<file path="src/sv/ccam_pkg.sv">
// Package with the shared types and codes of the CAN command authority monitor.
package ccam_pkg;

  // Widths of the fields and registers.
  localparam int unsigned BusW     = 8;
  localparam int unsigned IdW      = 29;
  localparam int unsigned TimeW    = 32;
  localparam int unsigned DataW    = 64;
  localparam int unsigned DlcW     = 4;
  localparam int unsigned CfgDataW = 32;
  localparam int unsigned CfgIdxW  = 3;

  // Bus number that marks an unusable profile.
  localparam logic [BusW-1:0] NoBus  = 8'hFF;
  // Largest data length code a profile may allow.
  localparam logic [DlcW-1:0] MaxDlc = 4'd8;
  // Bit of id_with_flags that marks an extended identifier.
  localparam int unsigned ExtFlagBit = 29;
  // Width of a standard identifier.
  localparam int unsigned StdIdW = 11;

  // Depth of the queue between front and back.
  localparam int unsigned QDepth = 2;
  localparam int unsigned QPtrW  = 1;
  localparam int unsigned QCntW  = 2;

  typedef enum logic [2:0] {
    OP_BEGIN   = 3'd0,
    OP_ARM     = 3'd1,
    OP_DISARM  = 3'd2,
    OP_FRAME   = 3'd3,
    OP_TICK    = 3'd4,
    OP_SERVICE = 3'd5
  } opcode_t;

  typedef enum logic [2:0] {
    ST_UNKNOWN  = 3'd0,
    ST_ACTIVE   = 3'd1,
    ST_RECENT   = 3'd2,
    ST_INACTIVE = 3'd3,
    ST_FAULT    = 3'd4
  } auth_state_t;

  typedef enum logic [2:0] {
    DET_NONE     = 3'd0,
    DET_INVALID  = 3'd1,
    DET_MODE     = 3'd2,
    DET_ALIVE    = 3'd3,
    DET_REAPPEAR = 3'd4
  } detail_t;

  typedef enum logic [2:0] {
    CFG_MATCH_BUS      = 3'd0,
    CFG_MATCH_ID       = 3'd1,
    CFG_ID_MASK        = 3'd2,
    CFG_DLC_LIMITS     = 3'd3,
    CFG_MODE_CHECK     = 3'd4,
    CFG_ALIVE_CHECK    = 3'd5,
    CFG_ACTIVE_TIMEOUT = 3'd6,
    CFG_RELEASE_QUIET  = 3'd7
  } cfg_idx_t;

  // Outcome of matching one frame against the profile.
  typedef enum logic [1:0] {
    FC_NOMATCH     = 2'd0,
    FC_MATCH       = 2'd1,
    FC_FAULT_MODE  = 2'd2,
    FC_FAULT_ALIVE = 2'd3
  } frame_cls_t;

  // Configuration registers.
  typedef struct packed {
    logic [BusW-1:0]  match_bus;
    logic [IdW-1:0]   match_id;
    logic [IdW-1:0]   id_mask;
    logic [7:0]       dlc_limits;
    logic [11:0]      mode_check;
    logic [3:0]       alive_check;
    logic [TimeW-1:0] active_timeout;
    logic [TimeW-1:0] release_quiet;
  } ccam_cfg_t;

  // Classified item passed from front to back.
  typedef struct packed {
    logic [2:0]       op;
    logic [TimeW-1:0] now;
    frame_cls_t       cls;
    logic             prof_ok;
    logic             local_active;
  } ccam_item_t;

endpackage

</file>
<file path="src/sv/ccam_front.sv">
// Front end: decodes and classifies each accepted item against the profile.
module ccam_front (
  input  ccam_pkg::ccam_cfg_t      cfg,
  input  logic [2:0]               in_opcode,
  input  logic [31:0]              in_now_time,
  input  logic [7:0]               in_frame_bus,
  input  logic [31:0]              in_id_with_flags,
  input  logic [3:0]               in_frame_length,
  input  logic [63:0]              in_payload,
  input  logic                     in_local_active,
  output ccam_pkg::ccam_item_t     item
);
  import ccam_pkg::*;

  logic [DlcW-1:0] dlc_lo;
  logic [DlcW-1:0] dlc_hi;
  logic            mode_en;
  logic [2:0]      mode_off;
  logic [7:0]      mode_bits;
  logic            alive_en;
  logic [2:0]      alive_off;
  logic [IdW-1:0]  raw_id;
  logic [7:0]      mode_byte;
  logic            base_ok;
  logic            prof_ok;
  frame_cls_t      cls;

  assign dlc_lo    = cfg.dlc_limits[3:0];
  assign dlc_hi    = cfg.dlc_limits[7:4];
  assign mode_en   = cfg.mode_check[11];
  assign mode_off  = cfg.mode_check[10:8];
  assign mode_bits = cfg.mode_check[7:0];
  assign alive_en  = cfg.alive_check[3];
  assign alive_off = cfg.alive_check[2:0];

  // Extended frames keep all 29 identifier bits, standard frames the low 11.
  assign raw_id = in_id_with_flags[ExtFlagBit] ? in_id_with_flags[IdW-1:0]
                                               : {{(IdW-StdIdW){1'b0}},
                                                  in_id_with_flags[StdIdW-1:0]};

  assign mode_byte = in_payload[{mode_off, 3'b000} +: 8];

  // Bus, length window and masked identifier must all fit.
  assign base_ok = (in_frame_bus == cfg.match_bus) &&
                   (in_frame_length >= dlc_lo) && (in_frame_length <= dlc_hi) &&
                   ((raw_id & cfg.id_mask) == (cfg.match_id & cfg.id_mask));

  // Mode byte is checked before the alive byte; an offset at or past the DLC is a fault.
  always_comb begin
    cls = FC_MATCH;
    if (!base_ok) begin
      cls = FC_NOMATCH;
    end else if (mode_en && ({1'b0, mode_off} >= in_frame_length)) begin
      cls = FC_FAULT_MODE;
    end else if (mode_en && ((mode_byte & mode_bits) == 8'd0)) begin
      cls = FC_NOMATCH;
    end else if (alive_en && ({1'b0, alive_off} >= in_frame_length)) begin
      cls = FC_FAULT_ALIVE;
    end
  end

  // Profile validation for the arm command.
  always_comb begin
    prof_ok = 1'b1;
    if ((cfg.match_bus == NoBus) || (cfg.id_mask == '0) || (dlc_lo > dlc_hi) ||
        (dlc_hi > MaxDlc) || (cfg.active_timeout == '0) ||
        (cfg.release_quiet == '0)) begin
      prof_ok = 1'b0;
    end
    if (mode_en && ({1'b0, mode_off} >= dlc_lo)) begin
      prof_ok = 1'b0;
    end
    if (alive_en && ({1'b0, alive_off} >= dlc_lo)) begin
      prof_ok = 1'b0;
    end
  end

  assign item.op           = in_opcode;
  assign item.now          = in_now_time;
  assign item.cls          = cls;
  assign item.prof_ok      = prof_ok;
  assign item.local_active = in_local_active;

endmodule

</file>
<file path="src/sv/ccam_queue.sv">
// Short queue of classified items between the front and back ends.
module ccam_queue (
  input  logic                 clk,
  input  logic                 rst_n,
  input  logic                 push,
  input  ccam_pkg::ccam_item_t push_item,
  output logic                 full,
  input  logic                 pop,
  output logic                 not_empty,
  output ccam_pkg::ccam_item_t pop_item
);
  import ccam_pkg::*;

  ccam_item_t           mem_r [QDepth];
  logic [QPtrW-1:0]     wr_ptr_r;
  logic [QPtrW-1:0]     wr_ptr_nxt;
  logic [QPtrW-1:0]     rd_ptr_r;
  logic [QPtrW-1:0]     rd_ptr_nxt;
  logic [QCntW-1:0]     count_r;
  logic [QCntW-1:0]     count_nxt;

  assign full      = (count_r == QCntW'(QDepth));
  assign not_empty = (count_r != '0);
  assign pop_item  = mem_r[rd_ptr_r];

  // Pointer and fill count updates; push and pop may share a cycle.
  always_comb begin
    wr_ptr_nxt = push ? wr_ptr_r + 1'b1 : wr_ptr_r;
    rd_ptr_nxt = pop ? rd_ptr_r + 1'b1 : rd_ptr_r;
    count_nxt  = count_r;
    if (push && !pop) begin
      count_nxt = count_r + 1'b1;
    end else if (pop && !push) begin
      count_nxt = count_r - 1'b1;
    end
  end

  always_ff @(posedge clk) begin
    if (!rst_n) begin
      wr_ptr_r <= '0;
      rd_ptr_r <= '0;
      count_r  <= '0;
    end else begin
      wr_ptr_r <= wr_ptr_nxt;
      rd_ptr_r <= rd_ptr_nxt;
      count_r  <= count_nxt;
    end
  end

  // Entry storage needs no reset.
  always_ff @(posedge clk) begin
    if (push) begin
      mem_r[wr_ptr_r] <= push_item;
    end
  end

endmodule

</file>
<file path="src/sv/ccam_back.sv">
// Back end: applies each item to the authority state and holds the result.
module ccam_back (
  input  logic                 clk,
  input  logic                 rst_n,
  input  ccam_pkg::ccam_cfg_t  cfg,
  input  logic                 q_not_empty,
  input  ccam_pkg::ccam_item_t q_item,
  output logic                 q_pop,
  output logic                 out_valid,
  input  logic                 out_ready,
  output logic [2:0]           out_authority_state,
  output logic                 out_quiet_satisfied,
  output logic                 out_tx_inhibit,
  output logic [2:0]           out_detail_code,
  output logic [31:0]          out_fault_total,
  output logic                 out_profile_armed,
  output logic                 out_frame_matched
);
  import ccam_pkg::*;

  auth_state_t      auth_r;
  auth_state_t      auth_nxt;
  logic [TimeW-1:0] last_cmd_r;
  logic [TimeW-1:0] last_cmd_nxt;
  logic             quiet_r;
  logic             quiet_nxt;
  logic             inhibit_r;
  logic             inhibit_nxt;
  detail_t          detail_r;
  detail_t          detail_nxt;
  logic [31:0]      fault_r;
  logic [31:0]      fault_nxt;
  logic             armed_r;
  logic             armed_nxt;
  logic             matched_r;
  logic             matched_nxt;
  logic             out_valid_r;
  logic             out_valid_nxt;
  logic [TimeW-1:0] age;

  // Take the next item whenever the result slot is free or being taken.
  assign q_pop = q_not_empty && (!out_valid_r || out_ready);

  assign age = q_item.now - last_cmd_r;

  // Next state of the authority machine and its companion flags.
  always_comb begin
    auth_nxt     = auth_r;
    last_cmd_nxt = last_cmd_r;
    quiet_nxt    = quiet_r;
    inhibit_nxt  = inhibit_r;
    detail_nxt   = detail_r;
    fault_nxt    = fault_r;
    armed_nxt    = armed_r;
    matched_nxt  = 1'b0;
    case (q_item.op)
      OP_BEGIN: begin
        last_cmd_nxt = q_item.now;
        quiet_nxt    = 1'b0;
        inhibit_nxt  = 1'b0;
        detail_nxt   = DET_NONE;
        auth_nxt     = ST_UNKNOWN;
      end
      OP_ARM: begin
        if (!q_item.prof_ok) begin
          armed_nxt  = 1'b0;
          fault_nxt  = fault_r + 1'b1;
          detail_nxt = DET_INVALID;
          auth_nxt   = ST_FAULT;
        end else begin
          armed_nxt = 1'b1;
          quiet_nxt = 1'b0;
          auth_nxt  = ST_UNKNOWN;
        end
      end
      OP_DISARM: begin
        armed_nxt = 1'b0;
        quiet_nxt = 1'b0;
        auth_nxt  = ST_UNKNOWN;
      end
      OP_FRAME: begin
        if (!armed_r) begin
          auth_nxt = ST_UNKNOWN;
        end else begin
          case (q_item.cls)
            FC_MATCH: begin
              matched_nxt  = 1'b1;
              last_cmd_nxt = q_item.now;
              quiet_nxt    = 1'b0;
              auth_nxt     = ST_ACTIVE;
              if (q_item.local_active) begin
                inhibit_nxt = 1'b1;
                detail_nxt  = DET_REAPPEAR;
              end
            end
            FC_FAULT_MODE: begin
              fault_nxt  = fault_r + 1'b1;
              detail_nxt = DET_MODE;
              auth_nxt   = ST_FAULT;
            end
            FC_FAULT_ALIVE: begin
              fault_nxt  = fault_r + 1'b1;
              detail_nxt = DET_ALIVE;
              auth_nxt   = ST_FAULT;
            end
            default: begin
              auth_nxt = auth_r;
            end
          endcase
        end
      end
      OP_TICK: begin
        if (!armed_r) begin
          auth_nxt  = ST_UNKNOWN;
          quiet_nxt = 1'b0;
        end else begin
          // Active ages to recently active, which may settle to inactive at once.
          if ((auth_r == ST_ACTIVE) && (age > cfg.active_timeout)) begin
            auth_nxt = ST_RECENT;
          end
          if (((auth_r == ST_RECENT) ||
               ((auth_r == ST_ACTIVE) && (age > cfg.active_timeout))) &&
              (age >= cfg.release_quiet)) begin
            quiet_nxt = 1'b1;
            auth_nxt  = ST_INACTIVE;
          end
        end
      end
      OP_SERVICE: begin
        inhibit_nxt = 1'b0;
        detail_nxt  = DET_NONE;
        auth_nxt    = ST_UNKNOWN;
      end
      default: begin
        auth_nxt = auth_r;
      end
    endcase
  end

  // The result slot fills on a pop and empties when its transfer completes.
  always_comb begin
    out_valid_nxt = out_valid_r;
    if (q_pop) begin
      out_valid_nxt = 1'b1;
    end else if (out_ready) begin
      out_valid_nxt = 1'b0;
    end
  end

  always_ff @(posedge clk) begin
    if (!rst_n) begin
      auth_r      <= ST_UNKNOWN;
      last_cmd_r  <= '0;
      quiet_r     <= 1'b0;
      inhibit_r   <= 1'b0;
      detail_r    <= DET_NONE;
      fault_r     <= '0;
      armed_r     <= 1'b0;
      matched_r   <= 1'b0;
      out_valid_r <= 1'b0;
    end else begin
      out_valid_r <= out_valid_nxt;
      if (q_pop) begin
        auth_r     <= auth_nxt;
        last_cmd_r <= last_cmd_nxt;
        quiet_r    <= quiet_nxt;
        inhibit_r  <= inhibit_nxt;
        detail_r   <= detail_nxt;
        fault_r    <= fault_nxt;
        armed_r    <= armed_nxt;
        matched_r  <= matched_nxt;
      end
    end
  end

  // The state registers change only with a pop, so they double as the result.
  always_comb begin
    out_valid           = out_valid_r;
    out_authority_state = auth_r;
    out_quiet_satisfied = quiet_r;
    out_tx_inhibit      = inhibit_r;
    out_detail_code     = detail_r;
    out_fault_total     = fault_r;
    out_profile_armed   = armed_r;
    out_frame_matched   = matched_r;
  end

  // The fault count moves only when an item is applied.
  a_fault_only_on_pop: assert property (@(posedge clk) disable iff (!rst_n)
    !q_pop |=> $stable(fault_r))
    else $error("fault count changed without an applied item");

  // An armed matching frame always leaves the state active confirmed.
  a_match_goes_active: assert property (@(posedge clk) disable iff (!rst_n)
    (q_pop && (q_item.op == OP_FRAME) && (q_item.cls == FC_MATCH) && armed_r)
    |=> ((auth_r == ST_ACTIVE) && matched_r))
    else $error("matching frame did not confirm active authority");

  // A reported match comes with active state and an open quiet window.
  a_match_consistent: assert property (@(posedge clk) disable iff (!rst_n)
    matched_r |-> ((auth_r == ST_ACTIVE) && !quiet_r))
    else $error("frame match reported with inconsistent state");

  // A result waiting untaken is never overwritten.
  a_no_overwrite: assert property (@(posedge clk) disable iff (!rst_n)
    (out_valid_r && !out_ready) |-> !q_pop)
    else $error("pending result overwritten");

endmodule

</file>
<file path="src/sv/can_command_authority_monitor.sv">
// Top level of the CAN command authority monitor: registers, front, queue, back.
//
//   Channel   Direction  Handshake             Payload
//   in_*      input      in_valid / in_ready   opcode, time, bus, id, DLC, data, local
//   out_*     output     out_valid / out_ready state, flags, detail, fault count, match
//   cfg_*     input      cfg_write_en          cfg_index, cfg_data (no read-back)
//
// One item per cycle is sustained while out_ready stays high; the back end's state update sets it.
// A result appears once its item is written to the queue and then applied by the state update.
// Reset is synchronous and clears state at once; no clearing pass is needed.
// The two-entry queue lets the front keep accepting while a result waits to be taken.
module can_command_authority_monitor (
  input  logic        clk,
  input  logic        rst_n,
  input  logic        in_valid,
  output logic        in_ready,
  input  logic [2:0]  in_opcode,
  input  logic [31:0] in_now_time,
  input  logic [7:0]  in_frame_bus,
  input  logic [31:0] in_id_with_flags,
  input  logic [3:0]  in_frame_length,
  input  logic [63:0] in_payload,
  input  logic        in_local_active,
  output logic        out_valid,
  input  logic        out_ready,
  output logic [2:0]  out_authority_state,
  output logic        out_quiet_satisfied,
  output logic        out_tx_inhibit,
  output logic [2:0]  out_detail_code,
  output logic [31:0] out_fault_total,
  output logic        out_profile_armed,
  output logic        out_frame_matched,
  input  logic        cfg_write_en,
  input  logic [2:0]  cfg_index,
  input  logic [31:0] cfg_data
);
  import ccam_pkg::*;

  ccam_cfg_t  cfg_r;
  ccam_item_t front_item;
  ccam_item_t q_item;
  logic       q_full;
  logic       q_not_empty;
  logic       q_pop;
  logic       push;

  // Configuration registers; each write keeps only the register's width.
  always_ff @(posedge clk) begin
    if (!rst_n) begin
      cfg_r.match_bus      <= NoBus;
      cfg_r.match_id       <= '0;
      cfg_r.id_mask        <= '0;
      cfg_r.dlc_limits     <= '0;
      cfg_r.mode_check     <= '0;
      cfg_r.alive_check    <= '0;
      cfg_r.active_timeout <= '0;
      cfg_r.release_quiet  <= '0;
    end else if (cfg_write_en) begin
      case (cfg_index)
        CFG_MATCH_BUS:      cfg_r.match_bus      <= cfg_data[BusW-1:0];
        CFG_MATCH_ID:       cfg_r.match_id       <= cfg_data[IdW-1:0];
        CFG_ID_MASK:        cfg_r.id_mask        <= cfg_data[IdW-1:0];
        CFG_DLC_LIMITS:     cfg_r.dlc_limits     <= cfg_data[7:0];
        CFG_MODE_CHECK:     cfg_r.mode_check     <= cfg_data[11:0];
        CFG_ALIVE_CHECK:    cfg_r.alive_check    <= cfg_data[3:0];
        CFG_ACTIVE_TIMEOUT: cfg_r.active_timeout <= cfg_data[TimeW-1:0];
        CFG_RELEASE_QUIET:  cfg_r.release_quiet  <= cfg_data[TimeW-1:0];
        default:            cfg_r.release_quiet  <= cfg_r.release_quiet;
      endcase
    end
  end

  assign in_ready = !q_full;
  assign push     = in_valid && in_ready;

  ccam_front u_front (
    .cfg              (cfg_r),
    .in_opcode        (in_opcode),
    .in_now_time      (in_now_time),
    .in_frame_bus     (in_frame_bus),
    .in_id_with_flags (in_id_with_flags),
    .in_frame_length  (in_frame_length),
    .in_payload       (in_payload),
    .in_local_active  (in_local_active),
    .item             (front_item)
  );

  ccam_queue u_queue (
    .clk       (clk),
    .rst_n     (rst_n),
    .push      (push),
    .push_item (front_item),
    .full      (q_full),
    .pop       (q_pop),
    .not_empty (q_not_empty),
    .pop_item  (q_item)
  );

  ccam_back u_back (
    .clk                 (clk),
    .rst_n               (rst_n),
    .cfg                 (cfg_r),
    .q_not_empty         (q_not_empty),
    .q_item              (q_item),
    .q_pop               (q_pop),
    .out_valid           (out_valid),
    .out_ready           (out_ready),
    .out_authority_state (out_authority_state),
    .out_quiet_satisfied (out_quiet_satisfied),
    .out_tx_inhibit      (out_tx_inhibit),
    .out_detail_code     (out_detail_code),
    .out_fault_total     (out_fault_total),
    .out_profile_armed   (out_profile_armed),
    .out_frame_matched   (out_frame_matched)
  );

endmodule

</file>
<file path="config.mk">
export PLATFORM = sky130hd
export DESIGN_NAME = can_command_authority_monitor
export DESIGN_NICKNAME = d
export VERILOG_FILES = /design/src/sv/ccam_pkg.sv /design/src/sv/ccam_front.sv /design/src/sv/ccam_queue.sv /design/src/sv/ccam_back.sv /design/src/sv/can_command_authority_monitor.sv
export SDC_FILE = /design/constraint.sdc
export NUM_CORES = 1
export LEC_CHECK = 0
export BUFFER_PORTS_ARGS = -buffer_cell sky130_fd_sc_hd__buf_4
export CORE_MARGIN = 2
export CORE_UTILIZATION = 30
export DETAILED_ROUTE_END_ITERATION = 8
export SYNTH_ARGS = -nofsm -noshare
export SYNTH_HDL_FRONTEND = slang
export SYNTH_SLANG_ARGS = --single-unit
</file>
<file path="constraint.sdc">
create_clock -name clk -period 8.95 [get_ports clk]
set_input_delay 0 -clock clk [delete_from_list [all_inputs] [get_ports clk]]
set_output_delay 0 -clock clk [all_outputs]
set_load 0.05 [all_outputs]
</file>
==> metrics.txt <==
Worst Path Max Fanout 30; worst path cell trace buf_4, mux2_2, ha_1, a21oi_1, nand2_1, a211oi_1, a31oi_1, a41o_1, o31ai_2, o211a_1, o21bai_1, a21oi_1, xnor2_1, ha_1, nor2b_1, o21ai_0, o211ai_1, a2111oi_0, buf_4, nor2_1, nor4_1, a211oi_1; Iter 0 DRT Violations 787; Power Total 5.207 mW; Worst Setup Start Kind flop; crit path max-delay cell type a2111oi_0; Post-Layout Cell Count 2,938; wire length of the first global-routing pass 76,130 µm; Final min period 6.494 ns; Util after Layout 38.49%; max cap viols 0; Die H 242.5 µm; placed wire-length estimate 36,110 µm; Netlist cell types 73; Die Wd 242.5 µm; WP data arrival 6.92 ns; Worst-Margin Slew 1.131 ns; max-slew violations 0; CTS root buf clkbuf_16; EDFF count, synth 78; Pwr per Cell Area 240.4 mW/mm²; Worst Setup Slack, final 2.456 ns; Core ar. 0.05628 mm²; Main synth FF type dfxtp_1; share of layout cells above drive strength 1 17.28%; synthesized flop and latch total 312; nets 2,460; status complete, no violations; sw frac 33.25%; IO Pins 228; Inst Count DP 2,793; max incr delay on CP 0.82 ns; setup TNS 0 ns; ANT nets after route 0; drt pass-1 iters 5; net load switching power 1.731 mW; Seq/Total Area, Yosys 41.19%; ys async rst share 0%; initial core utilization 30.31%; Area contributors post-synth dfxtp_1 (27%), edfxtp_1 (14%), ha_1 (8.9%); vias in the first global route 13,897; fmax 154.0 MHz; gr usage total 16.19%; Residual DRC 0; post-synth top area share 27.46%; remaining global-route overflow 0; initial antenna violation count 2; Clock power frac 33.1%; via count 14,151; worst setup path category flop to flop; TritonCTS clock tree yes; WL/cell 16.41 µm; hold slack 0.04673 ns; Worst-Skew Late Latency 0.56 ns; Net Count, Synth 2,186; unrepaired setup endpoints after global routing false; GPL Wtd Cong 0.9117; worst slack, placed 2.412 ns; Reg clk slew, reported paths 0.06 ns; setup violators final 0; setup bufs post-CTS 0; part of the power in registers 30.9%; placed cell area 0.01950 mm²; Avg Cell Area, Syn 9.078 µm²; Final Cycle Share 72.56%; IO buf count 225; WL final 48,210 µm; Synth area leader dfxtp_1; synthesized cell area 0.01706 mm²; total CTS buffers 38; H-tree depth 2; worst IR drop on VDD 0.0001218 V; Fin. Hold Viols 0; Int Pwr 3.475 mW; Critical Path Sink Type flop; Relative slew margins 24.44%; clock tree sinks 312; pin count of the biggest net entering global routing 100; P&R area growth vs syn 26.99%; synthesized instance count 1,879; final clock skew 0.01691 ns; most common cell after layout, fill and taps aside nand2_1; antenna cell count 0; worst path required time 9.38 ns; Via density 4.817; site row count 87; design area 0.02166 mm²; die area 0.05878 mm²; HP Class input port to flop; Clock Path Buffers 3; leakage 8.230 nW; warnings from Yosys 0; Comb power frac 36.1%; most frequent cells in the layout nand2_1 (362), buf_4 (238), dfxtp_1 (233)
## area by class of cell
type	count	area (µm²)
Inverter	115	431.7
Fill cell	5597	34620
Multi-Input combinational cell	1372	9305
Clock inverter	14	285.3
Sequential cell	312	7028
Timing Repair Buffer	314	2547
Tap cell	756	945.9
Clock buffer	55	1119
## flip-flops by register name, summed over array words and instances (netlist names), 2 cells and up, named ones only
register	cells
u_queue.mem_r	78
u_back.out_authority_state	3
u_back.out_detail_code	3
cfg_r	154
u_back.last_cmd_r	32
u_queue.count_r	2
u_back.out_fault_total	32
## per-layer routing
layer  vias to the layer above  share of wire [%]  global-route usage [%]
met4                         2                2.7                   5.610
met3                        82                4.2                   2.681
met2                       304                 47                   27.31
met5                         -              0.023                       0
li1                       7100                  -                       -
met1                      6663                 46                   20.87
## synth_stat cells, drive strengths merged (28+ instances only)
cell,count
edfxtp,78
and2,32
a21oi,89
nand2,364
a21boi,150
dfxtp,234
mux2,42
ha,122
nor2,79
clkbuf,68
nand3,28
nand4,35
inv,115
o21ai,34
a21o,44
xor2,36
nor2b,54
xnor2,54
## logic make-up after synthesis
family	count (synthesis)	share of synthesized area (%)
simple gates	691	18.89
compound gates	399	16.28
flops	312	41.19
buf+inv	195	4.416
fa+ha+maj	123	9.066
xor+xnor	90	4.621
mux	69	5.531
## path summary, 6_finish.rpt
kind         depth (start not counted)  slack, ns         start                             to
max                                 22       2.46          flop  u_back.out_authority_state[0]
min                                  4       0.05  cfg_index[2]                      cfg_r[64]
max reg2reg                         22       2.46          flop  u_back.out_authority_state[0]
min reg2reg                          2       0.47     cfg_r[71]                      cfg_r[71]
## worst max-delay path: cells and delay by family (launching register included)
kind                       cells  cell delay (ns)
buffers and inverters          2             0.68
and+or+nand+nor                4             0.46
DFF                            1             0.57
adders and majority gates      2             0.66
xor gates and xnor gates       1             0.22
muxes                          1             0.40
AOI/OAI and AO/OA             12             3.37
## power by group through the flow
stage | clock network (mW) | logic, mW | registers (mW)
after CTS | 1.77 | 1.89 | 1.61
after detailed placement | 0 | 1.85 | 1.64
final | 1.72 | 1.88 | 1.61
after global routing | 1.82 | 2.12 | 1.62
after floorplan | 0 | 1.31 | 1.65
after global placement | 0 | 1.80 | 1.64
## repair_timing
item	CTS	global route
hold buffers	76	0
resized for setup	0	0
endpoints found under the hold margin	251	0
Power figures use the tool's default switching activity.
